**src/sirt_pkg.sv**
```systemverilog
// Shared types, constants and the alphabet check for the radix text converter.
`timescale 1ns / 1ps

package sirt_pkg;

    localparam int CFG_IDX_W   = 2;
    localparam int CFG_DATA_W  = 64;
    localparam int RADIX_W     = 5;
    localparam int CHAR_W      = 8;
    localparam int ALPHA_CHARS = 16;
    localparam int ALPHA_W     = ALPHA_CHARS * CHAR_W;
    localparam int DIV_STEP    = 4;

    localparam logic [CFG_IDX_W-1:0] REG_ALPHA_LOW  = 2'd0;
    localparam logic [CFG_IDX_W-1:0] REG_ALPHA_HIGH = 2'd1;
    localparam logic [CFG_IDX_W-1:0] REG_RADIX_SIZE = 2'd2;

    localparam logic [CHAR_W-1:0] SIGN_CHAR = 8'h2D;
    localparam logic [CHAR_W-1:0] PLUS_CHAR = 8'h2B;

    typedef struct packed {
        logic [ALPHA_W-1:0] alphabet;
        logic [RADIX_W-1:0] radix_size;
    } cfg_t;

    typedef enum logic [1:0] {
        ST_IDLE,
        ST_SIGN,
        ST_DIVIDE,
        ST_EMIT
    } back_state_t;

    function automatic logic alphabet_ok(
        input logic [ALPHA_W-1:0] alpha,
        input logic [RADIX_W-1:0] n,
        input logic [RADIX_W-1:0] max_r
    );
        logic ok;
        logic [CHAR_W-1:0] ci;
        ok = 1'b1;
        if (n < RADIX_W'(2) || n > max_r)
            ok = 1'b0;
        for (int i = 0; i < ALPHA_CHARS; i++)
        begin
            ci = alpha[i*CHAR_W +: CHAR_W];
            if (RADIX_W'(i) < n)
            begin
                if (ci == PLUS_CHAR || ci == SIGN_CHAR)
                    ok = 1'b0;
                for (int j = i + 1; j < ALPHA_CHARS; j++)
                begin
                    if (RADIX_W'(j) < n && alpha[j*CHAR_W +: CHAR_W] == ci)
                        ok = 1'b0;
                end
            end
        end
        return ok;
    endfunction

endpackage

```
**src/sirt_queue.sv**
```systemverilog
// Two-entry queue between the front and the back part.
`timescale 1ns / 1ps

module sirt_queue
    import sirt_pkg::*;
#(
    parameter int WIDTH = 33
)
(
    input  logic             clk,
    input  logic             rst_n,
    input  logic             push,
    input  logic [WIDTH-1:0] push_data,
    output logic             full,
    input  logic             pop,
    output logic [WIDTH-1:0] pop_data,
    output logic             empty
);

    logic [WIDTH-1:0] mem_reg [2];
    logic             wptr_reg, wptr_next;
    logic             rptr_reg, rptr_next;
    logic [1:0]       count_reg, count_next;

    assign full     = (count_reg == 2'd2);
    assign empty    = (count_reg == 2'd0);
    assign pop_data = mem_reg[rptr_reg];

    always_comb
    begin
        wptr_next  = wptr_reg ^ push;
        rptr_next  = rptr_reg ^ pop;
        count_next = count_reg + {1'b0, push} - {1'b0, pop};
    end

    always_ff @(posedge clk)
    begin
        if (push)
            mem_reg[wptr_reg] <= push_data;
    end

    always_ff @(posedge clk or negedge rst_n)
    begin
        if (!rst_n)
        begin
            wptr_reg  <= 1'b0;
            rptr_reg  <= 1'b0;
            count_reg <= 2'd0;
        end
        else
        begin
            wptr_reg  <= wptr_next;
            rptr_reg  <= rptr_next;
            count_reg <= count_next;
        end
    end

endmodule

```
**src/sirt_front.sv**
```systemverilog
// Front part: configuration registers, alphabet check, sign split of each item.
`timescale 1ns / 1ps

module sirt_front
    import sirt_pkg::*;
#(
    parameter int MAX_RADIX   = 16,
    parameter int VALUE_WIDTH = 32
)
(
    input  logic                          clk,
    input  logic                          rst_n,
    input  logic                          cfg_valid,
    output logic                          cfg_ready,
    input  logic [CFG_IDX_W-1:0]          cfg_index,
    input  logic [CFG_DATA_W-1:0]         cfg_data,
    input  logic                          in_valid,
    output logic                          in_stall,
    input  logic signed [VALUE_WIDTH-1:0] number,
    input  logic                          q_full,
    output logic                          q_push,
    output logic [VALUE_WIDTH:0]          q_data,
    output cfg_t                          cfg
);

    logic [CFG_DATA_W-1:0] alpha_low_reg, alpha_low_next;
    logic [CFG_DATA_W-1:0] alpha_high_reg, alpha_high_next;
    logic [RADIX_W-1:0]    radix_reg, radix_next;
    logic [VALUE_WIDTH-1:0] raw;
    logic [VALUE_WIDTH-1:0] mag;
    logic                   neg;
    logic                   valid_alpha;

    assign cfg_ready = 1'b1;

    always_comb
    begin
        alpha_low_next  = alpha_low_reg;
        alpha_high_next = alpha_high_reg;
        radix_next      = radix_reg;
        if (cfg_valid)
        begin
            case (cfg_index)
                REG_ALPHA_LOW:  alpha_low_next  = cfg_data;
                REG_ALPHA_HIGH: alpha_high_next = cfg_data;
                REG_RADIX_SIZE: radix_next      = cfg_data[RADIX_W-1:0];
                default:        ;
            endcase
        end
    end

    always_ff @(posedge clk or negedge rst_n)
    begin
        if (!rst_n)
        begin
            alpha_low_reg  <= '0;
            alpha_high_reg <= '0;
            radix_reg      <= '0;
        end
        else
        begin
            alpha_low_reg  <= alpha_low_next;
            alpha_high_reg <= alpha_high_next;
            radix_reg      <= radix_next;
        end
    end

    assign cfg.alphabet   = {alpha_high_reg, alpha_low_reg};
    assign cfg.radix_size = radix_reg;

    assign valid_alpha = alphabet_ok({alpha_high_reg, alpha_low_reg}, radix_reg,
                                     RADIX_W'(MAX_RADIX));

    // Drop items when the alphabet is unusable.
    assign raw      = number;
    assign neg      = raw[VALUE_WIDTH-1];
    assign mag      = neg ? (VALUE_WIDTH'(0) - raw) : raw;
    assign in_stall = q_full;
    assign q_push   = in_valid && !q_full && valid_alpha;
    assign q_data   = {neg, mag};

endmodule

```
**src/sirt_back.sv**
```systemverilog
// Back part: digit division, digit stack and character output register.
`timescale 1ns / 1ps

module sirt_back
    import sirt_pkg::*;
#(
    parameter int MAX_RADIX   = 16,
    parameter int VALUE_WIDTH = 32
)
(
    input  logic                 clk,
    input  logic                 rst_n,
    input  logic                 q_empty,
    input  logic [VALUE_WIDTH:0] q_data,
    output logic                 q_pop,
    input  cfg_t                 cfg,
    output logic                 out_valid,
    input  logic                 out_stall,
    output logic [CHAR_W-1:0]    text_char,
    output logic                 last
);

    localparam int DIGIT_W = (MAX_RADIX > 2) ? $clog2(MAX_RADIX) : 1;
    localparam int REM_W   = DIGIT_W + 1;
    localparam int PAD_W   = ((VALUE_WIDTH + DIV_STEP - 1) / DIV_STEP) * DIV_STEP;
    localparam int STEPS   = PAD_W / DIV_STEP;
    localparam int CNT_W   = $clog2(STEPS);
    localparam int SP_W    = $clog2(VALUE_WIDTH + 1);

    back_state_t state_reg, state_next;

    logic [PAD_W-1:0]   quot_reg, quot_next;
    logic [REM_W-1:0]   rem_reg, rem_next;
    logic [CNT_W-1:0]   cnt_reg, cnt_next;
    logic [DIGIT_W-1:0] stack_reg [VALUE_WIDTH];
    logic [DIGIT_W-1:0] stack_next [VALUE_WIDTH];
    logic [SP_W-1:0]    sp_reg, sp_next;
    logic               out_valid_reg, out_valid_next;
    logic [CHAR_W-1:0]  char_reg, char_next;
    logic               last_reg, last_next;

    logic [REM_W-1:0]   radix;
    logic [REM_W-1:0]   r_step;
    logic [PAD_W-1:0]   q_step;
    logic               div_final;
    logic               slot_free;
    logic [3:0]         top_idx;

    assign radix     = cfg.radix_size[REM_W-1:0];
    assign slot_free = !out_valid_reg || !out_stall;
    assign div_final = (cnt_reg == CNT_W'(STEPS - 1));
    assign top_idx   = 4'(stack_reg[0]);

    always_comb
    begin
        r_step = rem_reg;
        q_step = quot_reg;
        for (int k = 0; k < DIV_STEP; k++)
        begin
            r_step = {r_step[REM_W-2:0], q_step[PAD_W-1]};
            q_step = {q_step[PAD_W-2:0], 1'b0};
            if (r_step >= radix)
            begin
                r_step    = r_step - radix;
                q_step[0] = 1'b1;
            end
        end
    end

    always_comb
    begin
        state_next = state_reg;
        case (state_reg)
            ST_IDLE:
                if (!q_empty)
                    state_next = q_data[VALUE_WIDTH] ? ST_SIGN : ST_DIVIDE;
            ST_SIGN:
                if (slot_free)
                    state_next = ST_DIVIDE;
            ST_DIVIDE:
                if (div_final && q_step == '0)
                    state_next = ST_EMIT;
            ST_EMIT:
                if (slot_free && sp_reg == SP_W'(1))
                    state_next = ST_IDLE;
            default:
                state_next = ST_IDLE;
        endcase
    end

    always_comb
    begin
        q_pop          = 1'b0;
        quot_next      = quot_reg;
        rem_next       = rem_reg;
        cnt_next       = cnt_reg;
        stack_next     = stack_reg;
        sp_next        = sp_reg;
        out_valid_next = out_valid_reg && out_stall;
        char_next      = char_reg;
        last_next      = last_reg;
        case (state_reg)
            ST_IDLE:
            begin
                if (!q_empty)
                begin
                    q_pop     = 1'b1;
                    quot_next = PAD_W'(q_data[VALUE_WIDTH-1:0]);
                    rem_next  = '0;
                    cnt_next  = '0;
                    sp_next   = '0;
                end
            end
            ST_SIGN:
            begin
                if (slot_free)
                begin
                    out_valid_next = 1'b1;
                    char_next      = SIGN_CHAR;
                    last_next      = 1'b0;
                end
            end
            ST_DIVIDE:
            begin
                quot_next = q_step;
                rem_next  = r_step;
                cnt_next  = cnt_reg + CNT_W'(1);
                if (div_final)
                begin
                    // Push digit, restart on the quotient.
                    stack_next[0] = r_step[DIGIT_W-1:0];
                    for (int i = 1; i < VALUE_WIDTH; i++)
                        stack_next[i] = stack_reg[i-1];
                    sp_next  = sp_reg + SP_W'(1);
                    rem_next = '0;
                    cnt_next = '0;
                end
            end
            ST_EMIT:
            begin
                if (slot_free)
                begin
                    out_valid_next = 1'b1;
                    char_next      = cfg.alphabet[top_idx*CHAR_W +: CHAR_W];
                    last_next      = (sp_reg == SP_W'(1));
                    for (int i = 0; i < VALUE_WIDTH - 1; i++)
                        stack_next[i] = stack_reg[i+1];
                    sp_next = sp_reg - SP_W'(1);
                end
            end
            default:
            begin
                q_pop = 1'b0;
            end
        endcase
    end

    always_ff @(posedge clk)
    begin
        quot_reg  <= quot_next;
        rem_reg   <= rem_next;
        stack_reg <= stack_next;
        char_reg  <= char_next;
        last_reg  <= last_next;
    end

    always_ff @(posedge clk or negedge rst_n)
    begin
        if (!rst_n)
        begin
            state_reg     <= ST_IDLE;
            cnt_reg       <= '0;
            sp_reg        <= '0;
            out_valid_reg <= 1'b0;
        end
        else
        begin
            state_reg     <= state_next;
            cnt_reg       <= cnt_next;
            sp_reg        <= sp_next;
            out_valid_reg <= out_valid_next;
        end
    end

    assign out_valid = out_valid_reg;
    assign text_char = char_reg;
    assign last      = last_reg;

endmodule

```
**src/signed_integer_to_radix_text.sv**
```systemverilog
// Top level of the signed integer to radix text converter.
`timescale 1ns / 1ps

// Converts each signed number on the input channel to text in the radix given by the
// configured alphabet (radix = radix_size, 2..MAX_RADIX, no '+' or '-', no repeats),
// one character per output item, most significant first, with last on the final
// character; a negative number starts with '-'. Items taken while the alphabet is
// invalid produce no output. The front part takes items into a two-entry queue; the
// back part handles one item at a time. A shared divider takes four quotient bits per
// cycle; each digit is the remainder of one full pass over the padded value, and the
// passes go on with the quotient until it is zero. The user must see to it that
// configuration is written only while the block is idle; the block does not enforce this.

module signed_integer_to_radix_text
    import sirt_pkg::*;
#(
    parameter int MAX_RADIX   = 16,
    parameter int VALUE_WIDTH = 32
)
(
    input  logic                          clk,
    input  logic                          rst_n,
    input  logic                          cfg_valid,
    output logic                          cfg_ready,
    input  logic [CFG_IDX_W-1:0]          cfg_index,
    input  logic [CFG_DATA_W-1:0]         cfg_data,
    input  logic                          in_valid,
    output logic                          in_stall,
    input  logic signed [VALUE_WIDTH-1:0] number,
    output logic                          out_valid,
    input  logic                          out_stall,
    output logic [CHAR_W-1:0]             text_char,
    output logic                          last
);

    cfg_t                 cfg;
    logic                 q_push;
    logic                 q_pop;
    logic                 q_full;
    logic                 q_empty;
    logic [VALUE_WIDTH:0] q_in_data;
    logic [VALUE_WIDTH:0] q_out_data;

    sirt_front #(
        .MAX_RADIX   (MAX_RADIX),
        .VALUE_WIDTH (VALUE_WIDTH)
    ) u_front (
        .clk       (clk),
        .rst_n     (rst_n),
        .cfg_valid (cfg_valid),
        .cfg_ready (cfg_ready),
        .cfg_index (cfg_index),
        .cfg_data  (cfg_data),
        .in_valid  (in_valid),
        .in_stall  (in_stall),
        .number    (number),
        .q_full    (q_full),
        .q_push    (q_push),
        .q_data    (q_in_data),
        .cfg       (cfg)
    );

    sirt_queue #(
        .WIDTH (VALUE_WIDTH + 1)
    ) u_queue (
        .clk       (clk),
        .rst_n     (rst_n),
        .push      (q_push),
        .push_data (q_in_data),
        .full      (q_full),
        .pop       (q_pop),
        .pop_data  (q_out_data),
        .empty     (q_empty)
    );

    sirt_back #(
        .MAX_RADIX   (MAX_RADIX),
        .VALUE_WIDTH (VALUE_WIDTH)
    ) u_back (
        .clk       (clk),
        .rst_n     (rst_n),
        .q_empty   (q_empty),
        .q_data    (q_out_data),
        .q_pop     (q_pop),
        .cfg       (cfg),
        .out_valid (out_valid),
        .out_stall (out_stall),
        .text_char (text_char),
        .last      (last)
    );

endmodule
```
**config.mk**
```make
export PLATFORM = sky130hd
export DESIGN_NAME = signed_integer_to_radix_text
export DESIGN_NICKNAME = d
export VERILOG_FILES = /design/src/sirt_pkg.sv /design/src/sirt_queue.sv /design/src/sirt_front.sv /design/src/sirt_back.sv /design/src/signed_integer_to_radix_text.sv
export SDC_FILE = /design/constraint.sdc
export NUM_CORES = 1
export LEC_CHECK = 0
export BUFFER_PORTS_ARGS = -buffer_cell sky130_fd_sc_hd__buf_2
export CAP_MARGIN = 20
export CORE_ASPECT_RATIO = 0.8
export CORE_MARGIN = 1.5
export CORE_UTILIZATION = 50
export DETAILED_ROUTE_END_ITERATION = 8
export PLACE_DENSITY = 0.75
export SLEW_MARGIN = 30
export SYNTH_ARGS = -nofsm -noshare
export SYNTH_HDL_FRONTEND = slang
export SYNTH_HIERARCHICAL = 1
export SYNTH_SLANG_ARGS = --single-unit
```
**constraint.sdc**
```tcl
create_clock -name clk -period 9.8 [get_ports clk]
set_input_delay 0.98 -clock clk [delete_from_list [all_inputs] [get_ports clk]]
set_output_delay 0.98 -clock clk [all_outputs]
set_load 0.005 [all_outputs]
```
# ---- Yosys cells after proc, flatten, opt, wreduce, memory -nomap -nowiden
# Memories as Yosys holds them, arrays and structs flattened.
# Cells that the tools add are included.
dict set report word_totals {
  regBits 322
  ramBits 66
  output_inout_bits 12
  mem_count 1
}
dict set report classes {
  addsub 10
  n_lt_le_gt_ge 22
  n_eq_ne 166
  n_shift 1
  n_mux 195
  bitwise 2
  reduce_logical 164
}
# name words width rd rd_clocked_by_memory_dff write_ports line_no
set memory_table {}
lappend memory_table {u_queue.mem_reg 2 33 1 0 1 sirt_queue.sv:20} ;# logic [WIDTH-1:0] mem_reg [2];
# operator count
set ops {}
lappend ops {{8-bit == test} 120}
lappend ops {{8-bit by 6-bit == test with 1-bit output, second input constant} 32}
lappend ops {{124-bit one-hot mux with 2 select lines} 1}
lappend ops {{1-bit 2-to-1 mux} 165}
lappend ops {{128-bit 2-to-1 mux} 1}
lappend ops {{128-bit by 8-bit indexed part select with 8-bit output} 1}
lappend ops {{1-bit logical AND} 125}
lappend ops {{124-bit 2-to-1 mux} 1}
lappend ops {{32-bit 2-to-1 mux} 2}
lappend ops {{32-bit one-hot mux with 2 select lines} 1}
lappend ops {{4-bit by 5-bit less-than comparator with 1-bit output, first input constant} 8}
lappend ops {{32-bit zero test} 1}
lappend ops {{1-bit by 32-bit subtractor with 32-bit output, first input constant} 1}
lappend ops {{4-bit 2-to-1 mux} 6}
lappend ops {{5-bit >= comparator} 4}
lappend ops {{3-bit by 5-bit less-than comparator with 1-bit output, first input constant} 4}
lappend ops {{1-bit logical OR} 18}
lappend ops {{6-bit 2-to-1 mux} 3}
lappend ops {{6-bit one-hot mux with 3 select lines} 1}
lappend ops {{8-bit 2-to-1 mux} 2}
lappend ops {{8-bit one-hot mux with 2 select lines} 1}
lappend ops {{4-bit subtractor} 4}
lappend ops {{1-bit by 5-bit less-than comparator with 1-bit output, first input constant} 2}
lappend ops {{2-bit by 5-bit less-than comparator with 1-bit output, first input constant} 2}
lappend ops {{other kinds (28)} 54}

# ---- Logic depth before layout (Yosys ltp)
# Gate-level depths: netlist of the first run.
dict set report logic_depth {
  ltp_word 158
  depth_mapped 25
}

# ---- By module
# Netlist of the first run, hierarchy kept.
# mod n_inst cells_each area_per_inst_um2 seq_area_each_um2
set by_module_without_submodules {}
lappend by_module_without_submodules {sirt_front 1 2102 18047.3 3328.2}
lappend by_module_without_submodules {sirt_back 1 686 9794.4 5495.3}
lappend by_module_without_submodules {sirt_queue 1 119 2741.4 2082.0}

# ---- Worst setup path before layout of the first run
# Ideal clock, no wire load.
dict set report synth_path {
  kind {register -> register}
  from {reg u_back.state_reg[0]}
  to {reg u_back/stack_reg[100] in the netlist's numbering, enable pin}
  setup_ns 0.609
  arrival_time_ns 6.308
  t_required_ns 9.191
  setup_slack_ns 2.883
  stages_incl_launch_ff 6
  path_buffers 2
  period_less_slack_ns 6.917
  cell_sequence {dfrtp_1 > ha_1 > clkbuf_1 > buf_1 > nor2_1 > nor2_1}
}
dict set report synth_between {
  elab_chain_cells 3
  word_cells_on_any_way 6
}
# element line_no
set synth_lines {}
lappend synth_lines {{start: declaration} sirt_back.sv:30} ;# back_state_t state_reg, state_next;
lappend synth_lines {{start signal: assignment} sirt_back.sv:178} ;# state_reg <= state_next;
lappend synth_lines {{2-bit == test} sirt_back.sv:102} ;# case (state_reg)
lappend synth_lines {{2-bit by 1-bit inequality test with 1-bit output (no line) / 2-bit nonzero test (equally long branches)} -}
lappend synth_lines {{3-bit AND reduction (no line) *} -}
lappend synth_lines {{end signal: assignment} sirt_back.sv:162} ;# stack_reg <= stack_next;
lappend synth_lines {{end: declaration} sirt_back.sv:35} ;# logic [DIGIT_W-1:0] stack_reg [VALUE_WIDTH];
# Every way passes the cells marked *; elsewhere a longest branch is shown, timed or not.
# A chain may end at the register's enable or synchronous reset.

==> results.toml, run 1 <==
[synth]
synth_mux_area_share_pct = 10.91
synth_compound_area_share_pct = 7.098
syn_area_per_cell_um2 = 10.52
synth_seq_cells = 388
netlist_area_um2 = 30580
yosys.area_share.simple_pct = 10.70
synthTopCellsByArea = "edfxtp_1 23%, xor2_1 23%, dfrtp_1 12%"
synth-seq-area-share_pct = 35.66
ys_async_sr_fraction_pct = 38.40
synthCells = 2907
synth_top_area_share_pct = 23.47
synth-edff-count = 239
yosys.cell_types.count = 77
synth_top_family_by_area = "XOR/XNOR gates"
ys.flop_type = "edfxtp_1"
yosys_warnings = 6
syn_nets = 3048
yosys.area_share.xor_xnor_pct = 28.86
synth_largest_area_cell = "edfxtp_1"
synth_fa_ha_area_share_pct = 1.653

[worst_setup_path]
slowest_delay_ps = 680
critPathKind = "reg2reg"
crit_path_start_kind = "register"
crit_slowest_cell = "dfrtp_1"
cp.arrival_ps = 7580
r2r_cells = 24
end_kind = "register"
path_max_fanout = 16
crit_required_ps = 10140
worst_r2r_startpoint = "u_front/radix_reg[1]"
reg2reg_to = "u_back/top_idx[3]"
r2r_setup_slack_ps = 2550
crit_chain = "inv_1 > ha_1 > a21oi_1 > o21ai_1 > a21oi_2 > mux2_2 > ha_1 > a21oi_1 > o21a_1 > o21ai_1 > or2_2 > a21boi_0 > ha_1 > a21oi_1 > o21ai_1 > a311oi_4 > mux2i_1 > ha_1 > a21o_1 > a31oi_1 > o21ai_0 > nor3_1 > a311oi_1 > o21ai_1"

[status]
status = "finished clean"

[sta]
fin_skew_ps = 33.61
drv_slew = 0
hold_violations = 0
fmax_mhz = 137.9
period_share_pct = 73.97
worstMarginPinSlew_ps = 996.7
final-setup-viol-count = 0
period_minus_slack_ps = 7249
rsz0062_at_grt = "no"
fin_setup_tns_ps = 0
slew_headroom_pct = 33.56

[route]
drcViolationCount = 0
vias = 25210
routedWlPerCell_um = 29.52
drt_pre_antenna_iters = 7
viasPerCell = 6.886
final_antenna_net_count = 0
wl_mm = 108.1
drt_iter0_drc = 4411

[layout]
final_nets = 2980
fin_util_pct = 55.38
largest_register_ffs = 124
area.growth.synth_to_final_pct = 8.759
fill_cells = 5045
drive_above_1_share_pct = 20.33

[die]
dieWidth_um = 279.5
dieArea_um2 = 62670
io_pins = 115
rows = 80
core_area_um2 = 60060
start_util_pct = 50.92
die_h_um = 224.2

[clock_tree]
cts_buffers = 41
cts.path.max_buffers = 3
cts_tree = "yes"
postCtsSetupBuffers = 0
ctsRootBufferMaster = "clkbuf_16"
htreeDepth = 2
ctsHoldBuffers = 0
path_clk_slew_ps = 60
clk_latency_ps = 590
cts_resized = 0
cts.sinks = 388

[power]
fin_total_pwr_mw = 10.37
p_leak_nw = 12.87
powerDensity_nw_per_um2 = 311.7
ir_drop_mv = 0.2639

[min_path]
min_path_type = "reg2reg"
hold_start = "u_back/stack_reg[7]"
hold_end = "u_back/stack_reg[3]"
worst_hold_path.num_cells = 0

[global_routing]
grt_overflow = 0
antenna_found_initial = 7
grt_start_max_net_pins = 106
grt_use_total_pct = 33.73
grt_pass1_wl_mm = 158.3
grt_pass1_vias = 24330

[placement]
place_hpwl_mm = 68.30
finalWeightedCongestion = 1.069
numPortBuffers = 113

[run]
cap_viol_max_count = 0
-- report_power, final --
part	switching, mW	internal (mW)
sequential	0.744	2.55
clock	0.696	1.00
combinational	3.19	2.19
total	4.63	5.74
-- per-layer routing --
layer / routed length (µm) / track usage, % / vias up
met1: 43840 / 47.45 / 12310
met2: 41720 / 44.42 / 2152
li1: - / - / 10190
met5: 45 / 0 / -
met4: 5458 / 14.07 / 6
met3: 16990 / 14.88 / 549
-- cells in the mapped netlist (5+ instances only) --
library cell	instances
nor4_1	205
o31ai_1	12
o21a_1	8
ha_1	34
a21oi_1	26
nor2b_1	6
nand2_1	63
buf_12	5
nor4b_1	7
a21o_1	8
or3_1	6
inv_1	43
a31oi_1	15
nand2b_1	9
mux2_2	169
o21ai_0	36
edfxtp_1	239
mux2i_1	6
nand4b_1	12
buf_1	61
dfrtp_1	149
and2_1	6
clkbuf_1	267
nand3_1	81
mux4_2	30
nand4_1	74
nor2_1	30
mux2_4	29
mux4_1	10
xnor2_1	210
xor2_1	795
nor3_1	40
o2111ai_1	5
a22o_1	116
-- critical path: cells and delay by family, from the launching register on --
family / cells / cell delay, ps
buffers and inverters: 1 / 330
DFF: 1 / 680
adders and majority gates: 4 / 1250
muxes: 2 / 860
AOI/OAI and AO/OA: 15 / 3410
and+or+nand+nor: 2 / 460
-- placed cells by master, fill, tap and decap left out, drive strengths merged, types with 51 or more instances in the layout --
master	Yosys	final
xor2	795	795
edfxtp	239	239
buf	74	230
xnor2	210	210
nor4	205	205
mux2	198	198
dfrtp	149	149
a22o	116	116
nand3	81	81
nand4	74	74
nand2	63	63
clkbuf	267	51
-- worst max-delay path by stage --
stage | to | slack, ps | startpoint | cells after the start
finish | u_back/top_idx[3] | 2550 | u_front/radix_reg[1] | 24
global route | u_back/top_idx[3] | 1780 | u_front/radix_reg[1] | 24
CTS | u_back/top_idx[3] | 2570 | u_front/radix_reg[1] | 24
detailed placement | u_back/top_idx[3] | 2580 | u_front/radix_reg[1] | 24
global placement | u_back/top_idx[3] | 2640 | u_front/radix_reg[1] | 24
floorplan | u_back/stack_reg[100] | 2880 | u_back/state_reg[0] | 5
-- stage by stage --
stage | hold slack (ps) | instances | worst slack [ps] | instance area, µm²
4_1_cts | 473.6 | 3649 | 2571 | 33180
3_3_place_gp | 433.9 | 3572 | 2637 | 31620
6_report | 468.2 | 3661 | 2551 | 33260
3_5_place_dp | 442.0 | 3573 | 2585 | 31690
2_1_floorplan | 427.7 | 2907 | 2883 | 30580
5_1_grt | 483.0 | 3652 | 1784 | 33240
-- layout make-up --
cell class                 count  area (µm²)  area share (%)
sequential                   388       10950           32.92
antenna                       10       25.02         0.07523
inverter                      43       161.4          0.4853
multi-input combinational   2135       18170           54.62
timing repair buffer         230        1494           4.491
clock inverter                25       385.4           1.159
clock buffer                  51        1104           3.318
tap                          779       974.7           2.930
-- cell families (layout without fill, tap and decap cells) --
group	Yosys count	count (layout)
adder cells (fa/ha/maj)	38	38
multiplexers	244	244
flip-flops	388	388
AO/OA/AOI/OAI	281	281
XOR/XNOR	1006	1006
other	1	11
AND/OR/NAND/NOR	565	565
buffers and inverters	384	349
No activity file was read; power rests on OpenSTA's default activity.
==> run 2: changes to the inputs <==
--- a/config.mk
+++ b/config.mk
@@ -11,7 +11,7 @@
 export CORE_MARGIN = 1.5
 export CORE_UTILIZATION = 50
 export DETAILED_ROUTE_END_ITERATION = 8
-export PLACE_DENSITY = 0.75
+export PLACE_DENSITY = 0.77
 export SLEW_MARGIN = 30
 export SYNTH_ARGS = -nofsm -noshare
 export SYNTH_HDL_FRONTEND = slang
==> constraint.sdc (replaced) <==
create_clock -name clk -period 6.6 [get_ports clk]
set_input_delay 0.66 -clock clk [delete_from_list [all_inputs] [get_ports clk]]
set_output_delay 0.66 -clock clk [all_outputs]
set_load 0.005 [all_outputs]
==> results.toml, run 2 (synthesis gave the netlist of run 1 again) <==
[worst_setup_path]
reg2reg_to = "u_back/top_idx[3]"
r2r_setup_slack_ps = 360
crit_required_ps = 6920
cp.arrival_ps = 6570
end_kind = "register"
critPathKind = "reg2reg"
path_max_fanout = 5
critPathCapture = "u_back/top_idx[3]"
r2r_cells = 23
worst_r2r_startpoint = "u_back/rem_reg[1]"
cp-startpoint = "u_back/rem_reg[1]"
crit_path_start_kind = "register"

[clock_tree]
cts_buffers = 41
cts_tree = "yes"
htreeDepth = 2
path_clk_slew_ps = 60
clk_latency_ps = 580
ctsRootBufferMaster = "clkbuf_16"
cts.sinks = 388
ctsHoldBuffers = 0
cts.path.max_buffers = 3

[layout]
area.growth.synth_to_final_pct = 8.616
drive_above_1_share_pct = 20.49
layout_commonest_cell = "xor2_1"
largest_register_ffs = 124
final_cell_mix = "795 x xor2_1, 239 x edfxtp_1, 210 x xnor2_1, 204 x nor4_1, 169 x mux2_2"
final_nets = 2995

[route]
drt_pre_antenna_iters = 7
wl_mm = 106.9
drcViolationCount = 0
vias = 25260
drt_iter0_drc = 4715
routedWlPerCell_um = 29.15
final_antenna_net_count = 0
viasPerCell = 6.885

[sta]
drv_slew = 0
setup_ws_ps = 357.6
worstMarginPinSlew_ps = 1031
period_share_pct = 94.58
fmax_mhz = 160.2
final-setup-viol-count = 0
fin_skew_ps = 22.13
rsz0062_at_grt = "no"
fin_setup_tns_ps = 0
period_minus_slack_ps = 6242
hold_violations = 0
hold_ws_ps = 159.7
slew_headroom_pct = 31.26

[die]
rows = 80
die_h_um = 224.2
dieWidth_um = 279.5
start_util_pct = 50.92
dieArea_um2 = 62670
io_pins = 115
core_area_um2 = 60060

[run]
cap_viol_max_count = 0

[power]
p_leak_nw = 12.90
p_sw_mw = 6.954
p_comb_share_pct = 54.0
p_clk_share_pct = 15.0
p_int_mw = 8.524
ir_drop_mv = 0.4908
switching_share_pct = 44.93
seqPwrFrac_pct = 31.0
powerDensity_nw_per_um2 = 466.0

[global_routing]
grt_use_total_pct = 33.07
antenna_found_initial = 5
grt_pass1_wl_mm = 155.9
grtUsageMet3_pct = 13.45
grt_overflow = 0
grt_busiest_layer = "met1"
grt_pass1_vias = 24200
grt_util_met1_pct = 45.81
grt_start_max_net_pins = 137
use_met2_pct = 44.46

[placement]
dp_slack_ps = 124.5
place_hpwl_mm = 67.28
finalWeightedCongestion = 1.043
numPortBuffers = 113

[min_path]
min_path_type = "in2async"

[status]
status = "finished clean"
-- run 2: changes by cell type in the layout (fill, tap and decap cells not counted), moves of 2 or more --
cell and delta:
dfrtp_1 +7, buf_6 +2, dfrtp_2 -7, diode_2 -6
clkinv_2 +4, clkbuf_1 +2, clkinv_4 -2, bufinv_16 -4
clkinvlp_4 -2, buf_4 +15
-- run 2: area by class of cell --
cell class / count / area (µm²)
clock buffer: 53 / 1111
inverter: 43 / 161.4
clock inverter: 21 / 240.2
tap: 779 / 974.7
timing repair buffer: 245 / 1587
fill: 5063 / 26840
sequential: 388 / 10940
multi-input combinational: 2135 / 18190
antenna: 4 / 10.01
-- run 2: timing repair --
action | CTS | global route
resized for setup | 0 | 7
endpoints found under the setup margin | 0 | 10
buffers inserted | 0 | 2
-- run 2: power groups by stage --
| stage | clock [mW] | sequential [mW] | combinational (mW) |
|---|---|---|---|
| after floorplan | 0 | 4.16 | 6.25 |
| after global placement | 0 | 4.74 | 7.58 |
| after detailed placement | 0 | 4.79 | 7.85 |
| after CTS | 2.36 | 4.76 | 7.89 |
| after global routing | 2.45 | 4.88 | 8.86 |
| final | 2.31 | 4.80 | 8.36 |
-- run 2: worst min path at each step --
stage                              from                        end  slack, ps  cells past startpoint
CTS                               rst_n       u_front/radix_reg[3]        190                      1
finish                            rst_n  u_front/alpha_low_reg[47]        160                      1
floorplan                         rst_n          u_back/cnt_reg[0]        360                      0
global placement    u_back/stack_reg[6]        u_back/stack_reg[2]        440                      0
detailed placement  u_back/stack_reg[5]        u_back/stack_reg[1]        450                      0
global route                      rst_n       u_front/radix_reg[3]        240                      1
-- run 2: per-stage QoR --
stage               cell area [µm²]  utilization, %  power [mW]  std cells
floorplan                     30590               -       10.41       2907
global placement              31730           52.84       12.32       3587
detailed placement            31780           52.91       12.64       3587
CTS                           33130           55.16       15.01       3661
global route                  33210           55.29       16.20       3664
finish                        33220           55.31       15.48       3668
-- run 2: worst max-delay path, cell delays in order, from the launching register on --
cell and delay [ps]:
edfxtp_1 400, ha_1 370, a21oi_2 230, o21ai_1 140
a21oi_2 260, mux2_2 410, ha_1 340, a21oi_1 190
o21a_1 170, o21ai_1 90, or2_2 350, a21boi_0 140
ha_1 350, a21oi_1 150, o21ai_1 130, a311oi_4 430
a31oi_1 230, ha_1 380, a21o_1 190, a31oi_1 230
o21a_2 260, nor3_1 90, a311oi_2 350, o21ai_1 90
-- run 2: metal layers --
metal / vias to the layer above / wire length (µm)
met2: 2182 / 41500
met1: 12240 / 42820
li1: 10220 / -
met5: - / 181
met4: 8 / 5838
met3: 615 / 16600
